<file path="config.mk">
export PLATFORM = sky130hd
export DESIGN_NAME = cvma_cmul
export DESIGN_NICKNAME = d
export VERILOG_FILES = /design/src/rtl/cvma_pkg.sv /design/src/rtl/cvma_cmul.sv
export SDC_FILE = /design/constraint.sdc
export NUM_CORES = 2
export LEC_CHECK = 0
export BUFFER_PORTS_ARGS = -buffer_cell sky130_fd_sc_hd__buf_2
export CORE_UTILIZATION = 45
export DETAILED_ROUTE_END_ITERATION = 8
export SLEW_MARGIN = 20
export SYNTH_ARGS = -nofsm -noshare
export SYNTH_HDL_FRONTEND = slang
export SYNTH_SLANG_ARGS = --single-unit
</file>
<file path="constraint.sdc">
create_clock -name i_clk -period 9.3 [get_ports i_clk]
set_input_delay 0.93 -clock i_clk [delete_from_list [all_inputs] [get_ports i_clk]]
set_output_delay 0.93 -clock i_clk [all_outputs]
set_load 0.02 [all_outputs]
</file>
<file path="src/rtl/cvma_pkg.sv">
// Shared types and constants for the conjugated vector-matrix accumulator.
package cvma_pkg;

    localparam int COL_W          = 8;
    localparam int OP_W           = 16;
    localparam int MUL_W          = 2 * OP_W;
    localparam int PROD_W         = MUL_W + 1;
    localparam int ACC_W          = 40;
    localparam int DEF_MAX_COLS   = 256;
    localparam int S_TDATA_W      = 152;
    localparam int M_TDATA_W      = 88;

    localparam logic signed [ACC_W-1:0] ACC_MAX = {1'b0, {(ACC_W-1){1'b1}}};
    localparam logic signed [ACC_W-1:0] ACC_MIN = {1'b1, {(ACC_W-1){1'b0}}};

    typedef enum logic [1:0] {
        ACT_PRELOAD = 2'd0,
        ACT_ACCUM   = 2'd1,
        ACT_READ    = 2'd2
    } t_action;

    typedef struct packed {
        t_action          action;
        logic [COL_W-1:0] column;
        logic             in_range;
    } t_stage_ctrl;

endpackage

</file>
<file path="src/rtl/cvma_cmul.sv">
// Registered partial products of a times conj(v), summed into real and imaginary parts.
module cvma_cmul
    import cvma_pkg::*;
(
    input  logic                     i_clk,
    input  logic                     i_en,
    input  logic signed [OP_W-1:0]   i_a_re,
    input  logic signed [OP_W-1:0]   i_a_im,
    input  logic signed [OP_W-1:0]   i_v_re,
    input  logic signed [OP_W-1:0]   i_v_im,
    output logic signed [PROD_W-1:0] o_prod_re,
    output logic signed [PROD_W-1:0] o_prod_im
);

    logic signed [MUL_W-1:0] r_rr, r_ii, r_ir, r_ri;
    logic signed [MUL_W-1:0] n_rr, n_ii, n_ir, n_ri;

    assign n_rr = i_a_re * i_v_re;
    assign n_ii = i_a_im * i_v_im;
    assign n_ir = i_a_im * i_v_re;
    assign n_ri = i_a_re * i_v_im;

    always_ff @(posedge i_clk) begin
        if (i_en) begin
            r_rr <= n_rr;
            r_ii <= n_ii;
            r_ir <= n_ir;
            r_ri <= n_ri;
        end
    end

    assign o_prod_re = $signed({r_rr[MUL_W-1], r_rr}) + $signed({r_ii[MUL_W-1], r_ii});
    assign o_prod_im = $signed({r_ir[MUL_W-1], r_ir}) - $signed({r_ri[MUL_W-1], r_ri});

endmodule

</file>
# Yosys cells after proc, flatten, opt, wreduce, memory -nomap -nowiden
# Index checks and enable logic that the tools add are counted.
totals:
  inputBits: 66
  regBits: 128
  out_inout_bits: 66
classes:
  n_addsub: 2
  n_mul: 4
op_table:
  columns: ["op", "n"]
  rows:
  - ["$mul A16 B16 Y32", 4]
  - ["$add A32 B32 Y33", 1]
  - ["$sub A32 B32 Y33", 1]

# Longest topological paths before layout
depth:
  word_depth: 1
  ltp_mapped: 25
  mapped_depth_nobuf: 24

# Least setup slack after synthesis
# No wires, ideal clock.
synth_timing:
  path_type: "input port to flip-flop"
  start: "in i_a_re[15]"
  end: "reg r_ri[30], data pin"
  required_ns: 9.042
  setup_ns: 0.258
  arrival_ns: 6.612
  stages: 20
  slack_ns: 2.431
  path_cell_list: "clkbuf_1 -> nand2_1 -> inv_1 -> fa_1 -> fa_1 -> fa_1 -> fa_1 -> fa_1 -> inv_1 -> fa_1 -> inv_1 -> ha_1 -> and2_1 -> o21ai_1 -> a21oi_1 -> a211oi_2 -> or4b_1 -> a31o_1 -> a21oi_2 -> xnor2_1"
synth_via:
  elab_chain_len: 1
synth_rtl:
  columns: ["element", "line", "rtl"]
  rows:
  - ["start: declaration", "cvma_cmul.sv:7", "input logic signed [OP_W-1:0] i_a_re,"]
  - ["$mul A16 B16 Y32", "cvma_cmul.sv:21", "assign n_ri = i_a_re * i_v_im;"]
  - ["via n_ri[30]", "cvma_cmul.sv:16", "logic signed [MUL_W-1:0] n_rr, n_ii, n_ir, n_ri;"]
  - ["end signal: assignment", "cvma_cmul.sv:28", "r_ri <= n_ri;"]
  - ["end: declaration", "cvma_cmul.sv:15", "logic signed [MUL_W-1:0] r_rr, r_ii, r_ir, r_ri;"]
# The timed path passes the listed nets, and every way through them passes these cells.
# A chain may end at the register's enable or synchronous reset.

# Worst setup path after layout
layout_timing:
  start: "in i_v_im[7]"
  end: "reg r_ri[31], data pin"
layout_via:
  elab_chain_len: 1
layout_rtl:
  columns: ["element", "line", "rtl"]
  rows:
  - ["start: declaration", "cvma_cmul.sv:10", "input logic signed [OP_W-1:0] i_v_im,"]
  - ["$mul A16 B16 Y32", "cvma_cmul.sv:21", null]
  - ["via n_ri[31]", "cvma_cmul.sv:16", null]
# The timed path passes the listed nets, and every way through them passes these cells.

==> results.txt <==
DR vias/cell: 5.17
Setup repair bufs after CTS: 0
Crit. End Element: flip-flop
EDFF count, synth: 128
Htree depth: 4
Worst path arrival time: 7.52 ns
Filler Cell Count: 9,896
Core ar.: 0.102 mm2
Sum of buffers and inverters on the critical path: 6
Met2 Usage GRT: 39.0%
Distinct cell type count of the synthesized netlist: 75
Yosys top cell by area: fa_1
Share of layout cells above drive strength 1: 3.96%
Met1 Track Usage GR: 31.6%
Hold crit path type: primary input to flip-flop
GRT Residual Overflow: 0
Overall routing resource usage: 23.3%
Crit-path max FO: 32
Vias: 32,668
Final Hold Fails: 0
Die footprint: 0.104 mm2
Max clock buf depth: 2
Synth top area share: 45.3%
CTS tree: built
Reg area: 0.00384 mm2
Drc violations: 0
Number of global-route vias before repair: 34,345
Cell family with most CP delay: adder cells
Syn_nets: 6,482
Clock root cell: clkbuf_16
Sink Count: 128
WP data required: 9.54 ns
Setup violators final: 0
Clock input transition at the sequential cells of the worst setup and hold paths: 0.07 ns
GR Util met3: 3.24%
Post_cts resized: 0
Worst-margin pin slew: 1.04 ns
Top post-synthesis cells by area: fa_1 (45%), ha_1 (11%), inv_1 (9.9%)
Largest net degree at the start of global routing: 67
Worst Setup Path Type: primary input to flip-flop
Starting Density: 45.5%
Startpoint type of the worst setup path: primary input
Crit-path cells: buf_2, nand2_1, fa_1, inv_1, fa_1, inv_1, fa_1, inv_1, fa_1, fa_1, inv_1, fa_1, inv_1, ha_1, nand3_1, nor3_1, nor3b_1, o2111ai_1, a21oi_1, a2111oi_2, a21oi_1, xnor2_1
Hold-fix buffers, CTS: 0
Slowest CP cell: buf_2
HPWL after DPL: 90.8 mm
Gr busiest metal: met2
Post-layout util: 47.8%
Max-cap violation count: 0
Outcome: complete, no violations
Number of buffers created by CTS: 17
DRT iter0 DRCs: 2,038
Number of synthesized register bits: 128
RSZ-0062 raised after global routing: false
Commonest non-fill, non-tap cell in the layout: inv_1
Boundary pin count: 132
Nets@finish: 6,449
Post-Syn Instances: 4,974
Routability congestion estimate: 0.895
Synthesis-to-finish area growth: 5.11%
Wirelength, routed: 114 mm
Slowest Stage Delay on Critical Path: 0.66 ns
Fmax: 137 MHz
I/O Buffers: 131
Slew HR: 30.0%
Multi-input combinational cell area: 0.0372 mm2
Initial antenna violation count: 3
Num rows: 117
Leading cell types in the layout, fill and taps excluded: inv_1 (1,227), fa_1 (1,050), nand2_1 (522)
Sequential-to-total area share from yosys stat: 8.28%
Post-synthesis cell area: 0.0464 mm2
Ys Warns: 0
CP dominant cell by count: fa_1
Drt pass-1 iters: 6
Die X: 323 um
Min Tclk post-route: 7.28 ns
Top FF cell, synth: edfxtp_1
Period utilization: 78.3%
Total Negative Setup Slacks: 0 ns
DRT antenna net count: 0
First-pass GRT wire length: 187 mm
Die Span Y: 323 um
Slew Limit Fails: 0
Asr flop ratio synth: 0%
Mean post-synth cell area: 9.34 um2
Drt wl/cell: 18.0 um
[per-stage QoR]
stage / area [um2] / instances / worst slack [ns] / hold slack, ns
after floorplan: 46400 / 4974 / 2.43 / 1.04
after global placement: 48200 / 6290 / 1.61 / 1.45
after detailed placement: 48200 / 6290 / 1.61 / 1.46
after CTS: 48800 / 6322 / 2.12 / 0.923
after global routing: 48800 / 6322 / 1.68 / 0.957
final: 48800 / 6324 / 2.02 / 0.934
[final timing paths]
kind / startpoint / to / slack [ns] / depth (start not counted)
setup / recovery: i_v_im[7] / r_ri[31] / 2.02 / 22
hold / removal: i_en / r_ir[4] / 0.93 / 1
[kinds of logic (layout without fill, tap and decap cells)]
group	Yosys count	after routing	synth area share, %
other cells	0	2	0
buf+inv	1423	1403	11.5
flops	128	128	8.28
xor+xnor	192	192	3.62
compound gates	458	458	6.42
mux	2	2	0.0431
simple gates	1329	1329	14.3
fa+ha+maj	1442	1442	55.8
[flip-flops by register name, summed over array words and instances, names as in the netlist]
| name | flops |
|---|---|
| r_ii | 32 |
| r_ir | 32 |
| r_ri | 32 |
| r_rr | 32 |
[synth_stat cells (3+ instances only)]
master and n:
inv_1 1227, fa_1 1050, nand2_1 522, and2_1 507, ha_1 392, clkbuf_1 191, xnor2_1 158, a21oi_1 146
nor2_1 131, edfxtp_1 128, a21o_1 65, o21ai_0 62, nand2b_1 43, xor2_1 34, nor3_1 32, o21ai_1 30
o21bai_1 27, nand3_1 22, o21a_1 21, a31oi_1 16, and3_1 16, nand4_1 13, nor2b_1 13, a211oi_1 11
o31ai_1 8, o211ai_1 7, a2111oi_0 6, a221oi_1 5, o311ai_1 5, or3_1 5, a31o_1 4, nand3b_1 4
nor3b_1 4, nor4_1 4, or2_2 4, a211o_1 3, buf_2 3, o2111ai_1 3
[routing by layer]
metal | part of all wire (%) | up-vias
met5 | 0.011 | -
met4 | 2.8 | 2
met3 | 5.2 | 129
met2 | 49 | 741
met1 | 43 | 17017
li1 | - | 14779
[layout make-up]
type	count	area share, %
Antenna cell	2	0.0103
Sequential cell	128	7.87
Inverter	1227	9.44
Clock inverter	15	0.431
Tap cell	1368	3.51
Clock buffer	17	0.872
Timing Repair Buffer	144	1.56
Multi-Input combinational cell	3423	76.3
Power is left out: the tool's default activity adds up to more than one toggle a clock period on the data nets, which glitch-free logic cannot reach.
